**src/rtl/core/clr_pkg.sv**
```systemverilog
`default_nettype none
// ----------------------------------------------------------------------------
// clr_pkg: shared codes for the clipped line rasterizer
// Command codes on the input channel and configuration register indexes.
// ----------------------------------------------------------------------------
package clr_pkg;

  // input command codes
  typedef enum logic {
    CMD_START = 1'b0,
    CMD_STEP  = 1'b1
  } cmd_code_t;

  // configuration register indexes
  localparam int CfgIdxBits = 3;

  typedef enum logic [CfgIdxBits-1:0] {
    CFG_CLIP_LEFT   = 3'd0,
    CFG_CLIP_TOP    = 3'd1,
    CFG_CLIP_RIGHT  = 3'd2,
    CFG_CLIP_BOTTOM = 3'd3,
    CFG_DRAW_COLOUR = 3'd4
  } cfg_idx_t;

  localparam int ColourBits = 32;

endpackage : clr_pkg
`default_nettype wire

```
**src/rtl/core/clr_queue.sv**
```systemverilog
`default_nettype none
// ----------------------------------------------------------------------------
// clr_queue: small command queue between front and back
// Register-based FIFO; push and pop may happen in the same cycle.
// ----------------------------------------------------------------------------
module clr_queue #(
  parameter int Width = 8,
  parameter int Depth = 2
) (
  input  logic             clk,
  input  logic             rst_n,
  input  logic             wr,
  input  logic [Width-1:0] wdata,
  output logic             full,
  input  logic             rd,
  output logic [Width-1:0] rdata,
  output logic             valid
);

  localparam int PtrBits = (Depth > 1) ? $clog2(Depth) : 1;
  localparam int CntBits = $clog2(Depth + 1);

  logic [Width-1:0]   mem_r [Depth];
  logic [PtrBits-1:0] wptr_r, wptr_nxt;
  logic [PtrBits-1:0] rptr_r, rptr_nxt;
  logic [CntBits-1:0] count_r, count_nxt;
  logic               do_wr, do_rd;

  assign full  = (count_r == CntBits'(Depth));
  assign valid = (count_r != '0);
  assign rdata = mem_r[rptr_r];
  assign do_wr = wr && !full;
  assign do_rd = rd && valid;

  // pointer and count update
  always_comb begin
    wptr_nxt  = wptr_r;
    rptr_nxt  = rptr_r;
    count_nxt = count_r;
    if (do_wr) begin
      wptr_nxt = (wptr_r == PtrBits'(Depth - 1)) ? '0 : wptr_r + 1'b1;
    end
    if (do_rd) begin
      rptr_nxt = (rptr_r == PtrBits'(Depth - 1)) ? '0 : rptr_r + 1'b1;
    end
    if (do_wr && !do_rd) begin
      count_nxt = count_r + 1'b1;
    end else if (!do_wr && do_rd) begin
      count_nxt = count_r - 1'b1;
    end
  end

  always_ff @(posedge clk) begin
    if (!rst_n) begin
      wptr_r  <= '0;
      rptr_r  <= '0;
      count_r <= '0;
    end else begin
      wptr_r  <= wptr_nxt;
      rptr_r  <= rptr_nxt;
      count_r <= count_nxt;
    end
  end

  // storage
  always_ff @(posedge clk) begin
    if (do_wr) begin
      mem_r[wptr_r] <= wdata;
    end
  end

  // checks
  a_count_bound: assert property (@(posedge clk) disable iff (!rst_n)
    count_r <= CntBits'(Depth))
    else $error("queue count past depth");

  a_count_track: assert property (@(posedge clk) disable iff (!rst_n)
    (do_wr && !do_rd) |=> (count_r == $past(count_r) + 1'b1))
    else $error("queue count did not follow a lone write");

endmodule : clr_queue
`default_nettype wire

```
**src/rtl/core/clr_front.sv**
```systemverilog
`default_nettype none
// ----------------------------------------------------------------------------
// clr_front: request intake and line setup
// Takes requests, works out start point, direction and Bresenham lengths
// for start commands, and writes one packed entry per request to the queue.
// ----------------------------------------------------------------------------
module clr_front #(
  parameter int COORD_BITS = 15
) (
  input  logic                         in_push,
  output logic                         in_full,
  input  logic                         in_command,
  input  logic signed [COORD_BITS-1:0] in_start_x,
  input  logic signed [COORD_BITS-1:0] in_start_y,
  input  logic signed [COORD_BITS-1:0] in_end_x,
  input  logic signed [COORD_BITS-1:0] in_end_y,
  output logic                         q_wr,
  output logic [4*COORD_BITS+5:0]      q_wdata,
  input  logic                         q_full
);

  import clr_pkg::*;

  localparam int LenBits = COORD_BITS + 1;

  typedef struct packed {
    logic                         is_step;
    logic signed [COORD_BITS-1:0] x0;
    logic signed [COORD_BITS-1:0] y0;
    logic [LenBits-1:0]           major;
    logic [LenBits-1:0]           minor;
    logic                         sx_neg;
    logic                         sy_neg;
    logic                         x_major;
  } entry_t;

  entry_t                    ent;
  logic signed [LenBits-1:0] diff_x, diff_y;
  logic                      x_back, y_back;
  logic [LenBits-1:0]        abs_dx, abs_dy;
  logic                      horiz, vert;

  assign in_full = q_full;
  assign q_wr    = in_push && !q_full;
  assign q_wdata = ent;

  // signed differences, one bit wider than a coordinate
  assign diff_x = {in_end_x[COORD_BITS-1], in_end_x} - {in_start_x[COORD_BITS-1], in_start_x};
  assign diff_y = {in_end_y[COORD_BITS-1], in_end_y} - {in_start_y[COORD_BITS-1], in_start_y};
  assign x_back = diff_x[LenBits-1];
  assign y_back = diff_y[LenBits-1];
  assign abs_dx = x_back ? LenBits'(-diff_x) : LenBits'(diff_x);
  assign abs_dy = y_back ? LenBits'(-diff_y) : LenBits'(diff_y);
  assign horiz  = (in_start_y == in_end_y);
  assign vert   = (in_start_x == in_end_x);

  // setup: axis lines run forward from their lesser end
  always_comb begin
    ent.is_step = (in_command == CMD_STEP);
    if (horiz) begin
      ent.x0     = x_back ? in_end_x : in_start_x;
      ent.y0     = in_start_y;
      ent.sx_neg = 1'b0;
      ent.sy_neg = 1'b0;
    end else if (vert) begin
      ent.x0     = in_start_x;
      ent.y0     = y_back ? in_end_y : in_start_y;
      ent.sx_neg = 1'b0;
      ent.sy_neg = 1'b0;
    end else begin
      ent.x0     = in_start_x;
      ent.y0     = in_start_y;
      ent.sx_neg = x_back;
      ent.sy_neg = y_back;
    end
    ent.x_major = (abs_dx >= abs_dy);
    ent.major   = ent.x_major ? abs_dx : abs_dy;
    ent.minor   = ent.x_major ? abs_dy : abs_dx;
  end

endmodule : clr_front
`default_nettype wire

```
**src/rtl/core/clr_back.sv**
```systemverilog
`default_nettype none
// ----------------------------------------------------------------------------
// clr_back: Bresenham walker and result register
// Pops queue entries, loads the walker on start and emits one clipped pixel
// per step into the result register.
// ----------------------------------------------------------------------------
module clr_back #(
  parameter int COORD_BITS = 15
) (
  input  logic                         clk,
  input  logic                         rst_n,
  input  logic                         q_valid,
  input  logic [4*COORD_BITS+5:0]      q_rdata,
  output logic                         q_rd,
  input  logic signed [COORD_BITS-1:0] clip_left,
  input  logic signed [COORD_BITS-1:0] clip_top,
  input  logic signed [COORD_BITS-1:0] clip_right,
  input  logic signed [COORD_BITS-1:0] clip_bottom,
  input  logic [31:0]                  draw_colour,
  output logic                         out_empty,
  input  logic                         out_pop,
  output logic signed [COORD_BITS-1:0] out_pixel_x,
  output logic signed [COORD_BITS-1:0] out_pixel_y,
  output logic                         out_visible,
  output logic [31:0]                  out_pixel_colour,
  output logic                         out_last_pixel
);

  import clr_pkg::*;

  localparam int LenBits = COORD_BITS + 1;

  typedef struct packed {
    logic                         is_step;
    logic signed [COORD_BITS-1:0] x0;
    logic signed [COORD_BITS-1:0] y0;
    logic [LenBits-1:0]           major;
    logic [LenBits-1:0]           minor;
    logic                         sx_neg;
    logic                         sy_neg;
    logic                         x_major;
  } entry_t;

  entry_t ent;

  // walker state
  logic signed [COORD_BITS-1:0] cur_x_r, cur_x_nxt;
  logic signed [COORD_BITS-1:0] cur_y_r, cur_y_nxt;
  logic [LenBits-1:0]           err_r, err_nxt;
  logic [LenBits-1:0]           major_r, major_nxt;
  logic [LenBits-1:0]           minor_r, minor_nxt;
  logic [LenBits-1:0]           left_r, left_nxt;
  logic                         sx_neg_r, sx_neg_nxt;
  logic                         sy_neg_r, sy_neg_nxt;
  logic                         x_major_r, x_major_nxt;
  logic                         busy_r, busy_nxt;

  // result register
  logic                         out_valid_r, out_valid_nxt;
  logic signed [COORD_BITS-1:0] px_r, py_r;
  logic                         vis_r, last_r;
  logic [ColourBits-1:0]        colour_r;

  logic               emit, out_free, go, take, last, x_move, y_move, vis;
  logic [LenBits-1:0] err_sum;

  assign ent      = q_rdata;
  assign out_free = !out_valid_r || out_pop;
  assign emit     = ent.is_step && busy_r;
  assign go       = q_valid && (out_free || !emit);
  assign q_rd     = go;

  // one Bresenham step
  assign err_sum = err_r + minor_r;
  assign take    = (err_sum >= major_r);
  assign last    = (left_r <= LenBits'(1));
  assign x_move  = x_major_r || take;
  assign y_move  = !x_major_r || take;
  assign vis     = (cur_x_r >= clip_left) && (cur_x_r < clip_right) &&
                   (cur_y_r >= clip_top) && (cur_y_r < clip_bottom);

  always_comb begin
    cur_x_nxt     = cur_x_r;
    cur_y_nxt     = cur_y_r;
    err_nxt       = err_r;
    major_nxt     = major_r;
    minor_nxt     = minor_r;
    left_nxt      = left_r;
    sx_neg_nxt    = sx_neg_r;
    sy_neg_nxt    = sy_neg_r;
    x_major_nxt   = x_major_r;
    busy_nxt      = busy_r;
    out_valid_nxt = out_valid_r && !out_pop;
    if (go && !ent.is_step) begin
      // load a new line, dropping any in progress
      cur_x_nxt   = ent.x0;
      cur_y_nxt   = ent.y0;
      sx_neg_nxt  = ent.sx_neg;
      sy_neg_nxt  = ent.sy_neg;
      x_major_nxt = ent.x_major;
      major_nxt   = ent.major;
      minor_nxt   = ent.minor;
      err_nxt     = ent.major >> 1;
      busy_nxt    = (ent.major != '0);
      left_nxt    = (ent.major != '0) ? ent.major + 1'b1 : '0;
    end else if (go && emit) begin
      out_valid_nxt = 1'b1;
      err_nxt       = take ? err_sum - major_r : err_sum;
      if (x_move) begin
        cur_x_nxt = cur_x_r + (sx_neg_r ? {COORD_BITS{1'b1}} : COORD_BITS'(1));
      end
      if (y_move) begin
        cur_y_nxt = cur_y_r + (sy_neg_r ? {COORD_BITS{1'b1}} : COORD_BITS'(1));
      end
      left_nxt = last ? '0 : left_r - 1'b1;
      busy_nxt = !last;
    end
  end

  // control state
  always_ff @(posedge clk) begin
    if (!rst_n) begin
      busy_r      <= 1'b0;
      left_r      <= '0;
      out_valid_r <= 1'b0;
    end else begin
      busy_r      <= busy_nxt;
      left_r      <= left_nxt;
      out_valid_r <= out_valid_nxt;
    end
  end

  // walker payload
  always_ff @(posedge clk) begin
    cur_x_r   <= cur_x_nxt;
    cur_y_r   <= cur_y_nxt;
    err_r     <= err_nxt;
    major_r   <= major_nxt;
    minor_r   <= minor_nxt;
    sx_neg_r  <= sx_neg_nxt;
    sy_neg_r  <= sy_neg_nxt;
    x_major_r <= x_major_nxt;
  end

  // result payload, loaded when a pixel is emitted
  always_ff @(posedge clk) begin
    if (go && emit) begin
      px_r     <= cur_x_r;
      py_r     <= cur_y_r;
      vis_r    <= vis;
      last_r   <= last;
      colour_r <= draw_colour;
    end
  end

  assign out_empty        = !out_valid_r;
  assign out_pixel_x      = px_r;
  assign out_pixel_y      = py_r;
  assign out_visible      = vis_r;
  assign out_pixel_colour = colour_r;
  assign out_last_pixel   = last_r;

  // checks
  a_busy_has_pixels: assert property (@(posedge clk) disable iff (!rst_n)
    busy_r |-> (left_r != '0))
    else $error("walker busy with no pixels left");

  a_err_below_major: assert property (@(posedge clk) disable iff (!rst_n)
    busy_r |-> (err_r < major_r))
    else $error("error term not below major length");

  a_emit_from_busy: assert property (@(posedge clk) disable iff (!rst_n)
    (go && emit) |=> (!out_empty && ($past(last) == out_last_pixel)))
    else $error("emitted pixel not registered");

  a_idle_after_last: assert property (@(posedge clk) disable iff (!rst_n)
    (go && emit && last) |=> !busy_r)
    else $error("walker still busy after last pixel");

endmodule : clr_back
`default_nettype wire

```
**src/rtl/core/clipped_line_rasterizer.sv**
```systemverilog
`default_nettype none
// ----------------------------------------------------------------------------
// clipped_line_rasterizer: Bresenham line walker with rectangle clipping
// Top level: configuration registers, request queue, front and back parts.
// ----------------------------------------------------------------------------
// Usage
//   Input: queue-style push/full. command = start loads two end points and
//   gives no pixel; command = step gives the next pixel of the line, or
//   nothing when no line is active (idle, finished, or zero length).
//   Output: queue-style empty/pop. Each pixel carries x, y, a visible flag
//   for the clip window [left, right) x [top, bottom), the draw colour and
//   a last-pixel flag.
//   Config: cfg_valid/cfg_ready (ready always high), cfg_index selects
//   clip_left, clip_top, clip_right, clip_bottom or draw_colour. Write only
//   while no request is in flight.
// Timing
//   A step request passes through the queue and then the result register.
//   Sustained rate is one request per cycle while the receiver pops, set
//   by the add-compare-subtract of the walker in the back part.
//   A two-entry queue sits between intake and walker, so intake keeps
//   taking requests while a pixel waits on the output; when the receiver
//   stalls the queue fills and full rises.
// Reset
//   Synchronous, active low. Queue and output empty, walker idle, clip
//   window from the least coordinate up to the greatest (excluded), colour zero.
// ----------------------------------------------------------------------------
module clipped_line_rasterizer #(
  parameter int COORD_BITS = 15
) (
  input  logic                         clk,
  input  logic                         rst_n,
  // request channel
  input  logic                         in_push,
  output logic                         in_full,
  input  logic                         in_command,
  input  logic signed [COORD_BITS-1:0] in_start_x,
  input  logic signed [COORD_BITS-1:0] in_start_y,
  input  logic signed [COORD_BITS-1:0] in_end_x,
  input  logic signed [COORD_BITS-1:0] in_end_y,
  // result channel
  output logic                         out_empty,
  input  logic                         out_pop,
  output logic signed [COORD_BITS-1:0] out_pixel_x,
  output logic signed [COORD_BITS-1:0] out_pixel_y,
  output logic                         out_visible,
  output logic [31:0]                  out_pixel_colour,
  output logic                         out_last_pixel,
  // configuration write channel
  input  logic                         cfg_valid,
  output logic                         cfg_ready,
  input  logic [2:0]                   cfg_index,
  input  logic [31:0]                  cfg_data
);

  import clr_pkg::*;

  localparam int EntryBits = 4 * COORD_BITS + 6;
  localparam int QDepth    = 2;

  logic signed [COORD_BITS-1:0] clip_left_r, clip_top_r, clip_right_r, clip_bottom_r;
  logic [ColourBits-1:0]        colour_r;
  logic                         cfg_wr;

  logic                 q_wr, q_full, q_rd, q_valid;
  logic [EntryBits-1:0] q_wdata, q_rdata;

  // configuration registers
  assign cfg_ready = 1'b1;
  assign cfg_wr    = cfg_valid && cfg_ready;

  always_ff @(posedge clk) begin
    if (!rst_n) begin
      clip_left_r   <= {1'b1, {(COORD_BITS-1){1'b0}}};
      clip_top_r    <= {1'b1, {(COORD_BITS-1){1'b0}}};
      clip_right_r  <= {1'b0, {(COORD_BITS-1){1'b1}}};
      clip_bottom_r <= {1'b0, {(COORD_BITS-1){1'b1}}};
      colour_r      <= '0;
    end else if (cfg_wr) begin
      case (cfg_idx_t'(cfg_index))
        CFG_CLIP_LEFT:   clip_left_r   <= cfg_data[COORD_BITS-1:0];
        CFG_CLIP_TOP:    clip_top_r    <= cfg_data[COORD_BITS-1:0];
        CFG_CLIP_RIGHT:  clip_right_r  <= cfg_data[COORD_BITS-1:0];
        CFG_CLIP_BOTTOM: clip_bottom_r <= cfg_data[COORD_BITS-1:0];
        CFG_DRAW_COLOUR: colour_r      <= cfg_data;
        default: begin
        end
      endcase
    end
  end

  // intake and setup
  clr_front #(
    .COORD_BITS (COORD_BITS)
  ) u_front (
    .in_push    (in_push),
    .in_full    (in_full),
    .in_command (in_command),
    .in_start_x (in_start_x),
    .in_start_y (in_start_y),
    .in_end_x   (in_end_x),
    .in_end_y   (in_end_y),
    .q_wr       (q_wr),
    .q_wdata    (q_wdata),
    .q_full     (q_full)
  );

  // request queue
  clr_queue #(
    .Width (EntryBits),
    .Depth (QDepth)
  ) u_queue (
    .clk   (clk),
    .rst_n (rst_n),
    .wr    (q_wr),
    .wdata (q_wdata),
    .full  (q_full),
    .rd    (q_rd),
    .rdata (q_rdata),
    .valid (q_valid)
  );

  // walker and result register
  clr_back #(
    .COORD_BITS (COORD_BITS)
  ) u_back (
    .clk              (clk),
    .rst_n            (rst_n),
    .q_valid          (q_valid),
    .q_rdata          (q_rdata),
    .q_rd             (q_rd),
    .clip_left        (clip_left_r),
    .clip_top         (clip_top_r),
    .clip_right       (clip_right_r),
    .clip_bottom      (clip_bottom_r),
    .draw_colour      (colour_r),
    .out_empty        (out_empty),
    .out_pop          (out_pop),
    .out_pixel_x      (out_pixel_x),
    .out_pixel_y      (out_pixel_y),
    .out_visible      (out_visible),
    .out_pixel_colour (out_pixel_colour),
    .out_last_pixel   (out_last_pixel)
  );

endmodule : clipped_line_rasterizer
`default_nettype wire
```
**config.mk**
```make
export PLATFORM = sky130hd
export DESIGN_NAME = clipped_line_rasterizer
export DESIGN_NICKNAME = d
export VERILOG_FILES = /design/src/rtl/core/clr_pkg.sv /design/src/rtl/core/clr_queue.sv /design/src/rtl/core/clr_front.sv /design/src/rtl/core/clr_back.sv /design/src/rtl/core/clipped_line_rasterizer.sv
export SDC_FILE = /design/constraint.sdc
export NUM_CORES = 1
export LEC_CHECK = 0
export ABC_CLOCK_PERIOD_IN_PS = 5500
export BUFFER_PORTS_ARGS = -buffer_cell sky130_fd_sc_hd__buf_4
export CAP_MARGIN = 20
export CELL_PAD_IN_SITES_DETAIL_PLACEMENT = 1
export CELL_PAD_IN_SITES_GLOBAL_PLACEMENT = 2
export CORE_MARGIN = 2
export CORE_UTILIZATION = 36
export DETAILED_ROUTE_END_ITERATION = 16
export PLACE_DENSITY = 0.8
export SLEW_MARGIN = 20
export SYNTH_ARGS = -nofsm -noshare
export SYNTH_HDL_FRONTEND = slang
export SYNTH_SLANG_ARGS = --single-unit
```
**constraint.sdc**
```tcl
create_clock -name clk -period 5.5 [get_ports clk]
set_input_delay 0.55 -clock clk [delete_from_list [all_inputs] [get_ports clk]]
set_output_delay 0.55 -clock clk [all_outputs]
set_load 0.02 [all_outputs]
```
# == After elaboration in Yosys (flattened, before gate mapping) ==
# Memory sizes are Yosys's and may differ from the RTL's. A register that Yosys moved wholly into a read port is not among the register bits.
# Cells that the tools add are included.
# word_totals
reg_bits,259
ram_bits,132
input_bits,101
out_inout_bits,67
word_cells,131
mem_count,1
# mem_list
name,words,word_bits,read_ports,rd_clocked_by_memory_dff,write_ports,line,text
u_queue.mem_r,2,66,1,1,1,clr_queue.sv:23,logic [Width-1:0] mem_r [Depth];
# op_classes
n_addsub,14
n_lt_le_gt_ge,7
n_eq_ne,7
mux,37
n_reduce_logical,40
# op_table
operator,count
15-bit two-way mux,13
16-bit two-way mux,9
16-bit >= comparator,2
16-bit negation,2
15-bit by 15-bit subtractor with 16-bit output,2
15-bit adder,2
15-bit == test,2
15-bit >= comparator,2
15-bit less-than comparator,2
30-bit two-way mux,1
"16-bit by 1-bit adder with 16-bit output, second input constant",1
16-bit adder,1
"16-bit by 1-bit <= comparator with 1-bit output, second input constant",1
16-bit nonzero test,1
"16-bit by 1-bit subtractor with 16-bit output, second input constant",1
16-bit subtractor,1
2-bit AND reduction,7
1-bit logical AND,13
1-bit two-way mux,10
2-bit nonzero test,5
1-bit zero test,9
2-bit two-way mux,4
"3-bit by 2-bit == test with 1-bit output, second input constant",2
1-bit logical OR,4
other kinds (7),8

# == Logic depth before layout (Yosys ltp) ==
# logic_depth
word_depth,8
ltp_mapped,23
ltp_nobuf,21

# == Cells and area by module ==
# Synthesis repeated with hierarchy kept, for this count alone.
# unflattened
hier_cells,2142
hier_area_um2,22730.6
# modules_own_cells
mod,instances,cells_each,area_per_inst_um2,seq_area_each_um2
clr_back,1,1056,10740.3,4704.5
clr_queue,1,230,5006.1,4063.9
clipped_line_rasterizer,1,355,3631.0,1841.8
clr_front,1,501,3353.2,0.0

# == Worst setup path after synthesis ==
# No wires, ideal clock.
# synth_path
path_type,input to register
startpoint,input in_end_x[0]
endpoint,"memory u_queue.mem_r[0][10] in the netlist's numbering, data pin"
setup_ps,284
arrival_time_ps,5022
t_required_ps,5216
slack_ps,194
path_stages,23
path_buffers,2
cell_sequence,inv_1 ha_1 inv_1 fa_1 a21o_1 a311o_1 a31oi_2 xnor2_1 a2111oi_4 nand4_2 o31ai_1 xnor2_1 inv_1 ha_1 a21o_1 a21o_1 a21oi_1 o21ai_0 a21oi_1 buf_1 inv_2 buf_1 mux2i_1
# synth_between
elab_chain_cells,5
# synth_lines
item,line,text
from (decl),clipped_line_rasterizer.sv:38,"input logic signed [COORD_BITS-1:0] in_end_x,"
15-bit by 15-bit subtractor with 16-bit output (*),clr_front.sv:48,"assign diff_x = {in_end_x[COORD_BITS-1], in_end_x} - {in_start_x[COORD_BITS-1], in_start_x};"
16-bit negation,clr_front.sv:52,assign abs_dx = x_back ? LenBits'(-diff_x) : LenBits'(diff_x);
16-bit two-way mux (*),clr_front.sv:52,
16-bit >= comparator (*),clr_front.sv:76,ent.x_major = (abs_dx >= abs_dy);
named net q_wdata[0],clipped_line_rasterizer.sv:65,"logic [EntryBits-1:0] q_wdata, q_rdata;"
16-bit two-way mux (*),clr_front.sv:78,ent.minor = ent.x_major ? abs_dy : abs_dx;
named net q_wdata[10],clipped_line_rasterizer.sv:65,
to (decl),clr_queue.sv:23,
# Mark *: on every way through the listed nets, which the timed path passes. The rest lies on a longest branch.

# == Worst setup path after layout ==
# layout_path
startpoint,register u_back.minor_r[0]
endpoint,"register u_back.err_r[1], data pin"
# layout_between
elab_chain_cells,5
word_cells_on_any_way,6
cone_classes,add/sub: 2; order compare: 1; mux: 3
# layout_lines
item,line,text
from (decl),clr_back.sv:51,"logic [LenBits-1:0] minor_r, minor_nxt;"
from (signal assigned),clr_back.sv:139,minor_r <= minor_nxt;
16-bit adder (*),clr_back.sv:74,assign err_sum = err_r + minor_r;
16-bit subtractor / 16-bit >= comparator (equally long branches),"clr_back.sv:108, clr_back.sv:75",
16-bit two-way mux (*),clr_back.sv:108,err_nxt = take ? err_sum - major_r : err_sum;
15-bit two-way mux (*),clr_back.sv:106,end else if (go && emit) begin
15-bit two-way mux (*),clr_back.sv:94,if (go && !ent.is_step) begin
named net u_back.err_nxt[1],clr_back.sv:49,"logic [LenBits-1:0] err_r, err_nxt;"
to (signal assigned),clr_back.sv:137,err_r <= err_nxt;
to (decl),clr_back.sv:49,
# Mark *: on every way through the listed nets, which the timed path passes. The rest lies on a longest branch. The select of a mux whose other input is x is not followed.
# A chain may end at the register's enable or synchronous reset.

==> flow_metrics.env <==
export IMPL_cts_buffers_inserted=44
export IMPL_diodes=0
export IMPL_syn_instance_count=2107
export IMPL_final_setup_skew_ns=0.0278
export IMPL_regToRegStartpoint="u_back.minor_r[0]"
export IMPL_cts_hold_buf=0
export IMPL_yosys_top_cells_area="sky130_fd_sc_hd__edfxtp_1, sky130_fd_sc_hd__dfxtp_1, sky130_fd_sc_hd__ha_1, sky130_fd_sc_hd__a21oi_1, sky130_fd_sc_hd__nand2_1"
export IMPL_synth_top_cell_area_share_pct=38.0
export IMPL_grt_setup_unrepaired="false"
export IMPL_design_core_area_sq_um=60100
export IMPL_netlist_area_sq_um=21800
export IMPL_cts_tree="yes"
export IMPL_number_of_violations_of_the_max_capacitance_limit=0
export IMPL_ctsResizeCount=0
export IMPL_cp_start_kind="flop"
export IMPL_post_synth_top_area_cell="sky130_fd_sc_hd__edfxtp_1"
export IMPL_vias=16200
export IMPL_path_max_fanout=24
export IMPL_fin_setup_tns_ns=0
export IMPL_worst_slew_pin_transition_ns=1.08
export IMPL_clk_latency_ns=0.60
export IMPL_setup_reg_to_reg_worst_slack_ns=0.45
export IMPL_worstHoldStart="in_command"
export IMPL_syn_avg_cell_area_sq_um=10.3
export IMPL_maximum_number_of_pins_on_one_net_before_global_route_repair=68
export IMPL_dpl_hpwl_microns=44300
export IMPL_syn_nets=2382
export IMPL_synthArstFlopShare_pct=0
export IMPL_global_route_wire_length_before_repair_microns=94300
export IMPL_fmaxAchievable_ghz=0.198
export IMPL_antenna_violating_nets_post_route=0
export IMPL_initial_core_util_pct=36.2
export IMPL_gp_congestion=0.839
export IMPL_post_cts_setup_buffers=0
export IMPL_outcome="completed"
export IMPL_synth_seq_cells=392
export IMPL_most_common_cell_after_layout_fill_and_taps_aside="sky130_fd_sc_hd__edfxtp_1"
export IMPL_vdd_drop_max_mv=0.433
export IMPL_dr_first_iter_drc_count=613
export IMPL_finalSetupViolations=0
export IMPL_rows=90
export IMPL_critical_path_endpoint_type="flop"
export IMPL_post_route_drc_count=0
export IMPL_number_of_pins_exceeding_their_max_slew_limit_in_the_final_report=0
export IMPL_number_of_levels_the_h_tree_was_split_into=2
export IMPL_die_y_microns=250
export IMPL_clock_path_buffers=3
export IMPL_required_ns=5.81
export IMPL_die_width_microns=250
export IMPL_clkSlewWorstSetupHoldPaths_ns=0.06
export IMPL_holdPathStages=1
export IMPL_number_of_top_level_pins=168
export IMPL_floorplan_die_area_sq_um=62500
export IMPL_r2r_worst_path_cells=19
export IMPL_firstDrtPassIters=5
export IMPL_num_clock_sinks=392
export IMPL_grt_antenna_before_repair=1
export IMPL_r2r_end="u_back.err_r[1]"
export IMPL_post_layout_minimum_cycle_time_ns=5.05
export IMPL_synth_flop_cell="sky130_fd_sc_hd__edfxtp_1"
export IMPL_synth_yosys_seq_area_share_pct=48.7
export IMPL_power_density_cell_area_nw_per_um2=640
export IMPL_utilization_pct=42.3
export IMPL_port_buffer_count=166
export IMPL_track_usage_pct=18.9
export IMPL_finalHoldViolations=0
export IMPL_viasPerCell=5.25
export IMPL_num_nets_final=2547
export IMPL_worst_ep_arrival_time_ns=5.37
export IMPL_synth_edf_count=276
export IMPL_layout_area_overhead_vs_synth_pct=16.6
export IMPL_headroom_to_the_max_slew_limit_pct=28.0
export IMPL_route_detailed_wl_per_inst_microns=19.3
export IMPL_synth_warnings=0
export IMPL_static_leakage_power_nw=10.2
export IMPL_period_share_pct=91.9
export IMPL_grt_pass1_vias=17000
export IMPL_postRouteWirelength_microns=59700
export IMPL_root_buffer="sky130_fd_sc_hd__clkbuf_16"
export IMPL_drive_above_1_share_pct=14.6
export IMPL_criticalPathCategory="reg2reg"
export IMPL_netlist_cell_type_count=87
export IMPL_gr_total_overflow=0
export IMPL_final_cell_mix="sky130_fd_sc_hd__edfxtp_1, sky130_fd_sc_hd__nand2_1, sky130_fd_sc_hd__buf_4"
export IMPL_worstHoldPathType="in2reg"
export IMPL_whs_endpoint="u_queue.mem_r[1][65]"
## report_power, final
group / internal, mW / switching, mW / total, mW / leakage, nW
logic: 3.42 / 5.00 / 8.42 / 5.99
clock network: 1.78 / 1.25 / 3.02 / 0.717
registers: 4.32 / 0.509 / 4.83 / 3.51
## logic make-up (layout without fill, tap and decap cells)
group / after synthesis / after routing / synth area share, %
xor+xnor: 108 / 108 / 4.37
mux: 113 / 113 / 5.41
simple gates: 576 / 576 / 12.5
other cells: 1 / 1 / 0.0172
fa+ha+maj: 174 / 174 / 10.2
compound gates: 489 / 489 / 14.3
flops: 392 / 392 / 48.7
buf+inv: 254 / 455 / 4.49
## cell usage after synthesis, drive strengths merged (32+ instances only)
| library cell | n |
|---|---|
| ha | 168 |
| o211ai | 38 |
| edfxtp | 276 |
| nand3 | 32 |
| mux2 | 39 |
| a21o | 54 |
| o21ai | 79 |
| clkbuf | 56 |
| nor2 | 120 |
| xnor2 | 77 |
| inv | 178 |
| mux2i | 74 |
| nand2 | 239 |
| a21oi | 185 |
| dfxtp | 116 |
## state kept, by name, summed over array words and instances (netlist names), 15 cells and up, named ones only
register / count
u_queue.mem_r: 132
u_back.err_r: 16
clip_left_r: 15
u_back.out_pixel_y: 15
u_back.left_r: 16
u_back.out_pixel_x: 15
u_back.major_r: 16
u_back.cur_y_r: 15
u_back.out_pixel_colour: 32
clip_top_r: 15
u_back.minor_r: 16
clip_right_r: 15
colour_r: 32
clip_bottom_r: 15
u_back.cur_x_r: 15
## per-layer routing
layer	track usage, %	vias to the layer above	part of all wire, %
li1	-	7889	-
met1	24.5	7980	46
met2	33.1	270	49
met3	2.72	75	3.3
met4	4.69	0	2.1
met5	0	-	0
## critical path, cell delays in order (launching register included)
cell and delay (ns):
sky130_fd_sc_hd__edfxtp_1 0.37, sky130_fd_sc_hd__ha_1 0.25, sky130_fd_sc_hd__fa_1 0.47, sky130_fd_sc_hd__a21o_1 0.20, sky130_fd_sc_hd__a21oi_1 0.22, sky130_fd_sc_hd__nor2b_1 0.10, sky130_fd_sc_hd__nor4_1 0.40, sky130_fd_sc_hd__o31ai_1 0.25
sky130_fd_sc_hd__o41a_1 0.40, sky130_fd_sc_hd__xor2_1 0.23, sky130_fd_sc_hd__ha_1 0.32, sky130_fd_sc_hd__nand2_1 0.10, sky130_fd_sc_hd__nor2_1 0.06, sky130_fd_sc_hd__o21a_1 0.10, sky130_fd_sc_hd__o211ai_1 0.27, sky130_fd_sc_hd__and2_1 0.20
sky130_fd_sc_hd__buf_4 0.28, sky130_fd_sc_hd__mux2_2 0.37, sky130_fd_sc_hd__nand2_1 0.06, sky130_fd_sc_hd__o21ai_0 0.10
## per-stage QoR
stage | hold WS, ns | power (mW) | instance area, sq um | cells | setup slack, ns
3_3_place_gp | 0.411 | 12.9 | 23900 | 3008 | 0.347
2_1_floorplan | 0.408 | 10.9 | 21800 | 2107 | 0.194
4_1_cts | 0.159 | 16.4 | 25400 | 3090 | 0.464
5_1_grt | 0.164 | 17.5 | 25400 | 3090 | 0.0343
3_5_place_dp | 0.416 | 13.3 | 23900 | 3008 | 0.154
6_report | 0.193 | 16.3 | 25400 | 3090 | 0.446
## worst max path at each step
stage / start / endpoint / slack (ns) / depth (start not counted)
3_3_place_gp: in_end_x[0] / u_queue.mem_r[1][23] / 0.35 / 22
4_1_cts: u_back.minor_r[0] / u_back.err_r[1] / 0.46 / 19
5_1_grt: u_back.minor_r[0] / u_back.err_r[1] / 0.03 / 19
6_report: u_back.minor_r[0] / u_back.err_r[1] / 0.45 / 19
2_1_floorplan: in_end_x[0] / u_queue.mem_r[0][10] / 0.19 / 23
3_5_place_dp: in_end_x[0] / u_queue.mem_r[1][23] / 0.15 / 22
## area by class of cell
| cell class | instances | area, sq um |
|---|---|---|
| Clock buffer | 58 | 1190 |
| Tap cell | 782 | 978 |
| Timing Repair Buffer | 195 | 1460 |
| Sequential cell | 392 | 10600 |
| Clock inverter | 24 | 280 |
| Multi-Input combinational cell | 1461 | 10200 |
| Fill cell | 6655 | 34700 |
| Inverter | 178 | 668 |
No activity file was read; power rests on OpenSTA's default activity.
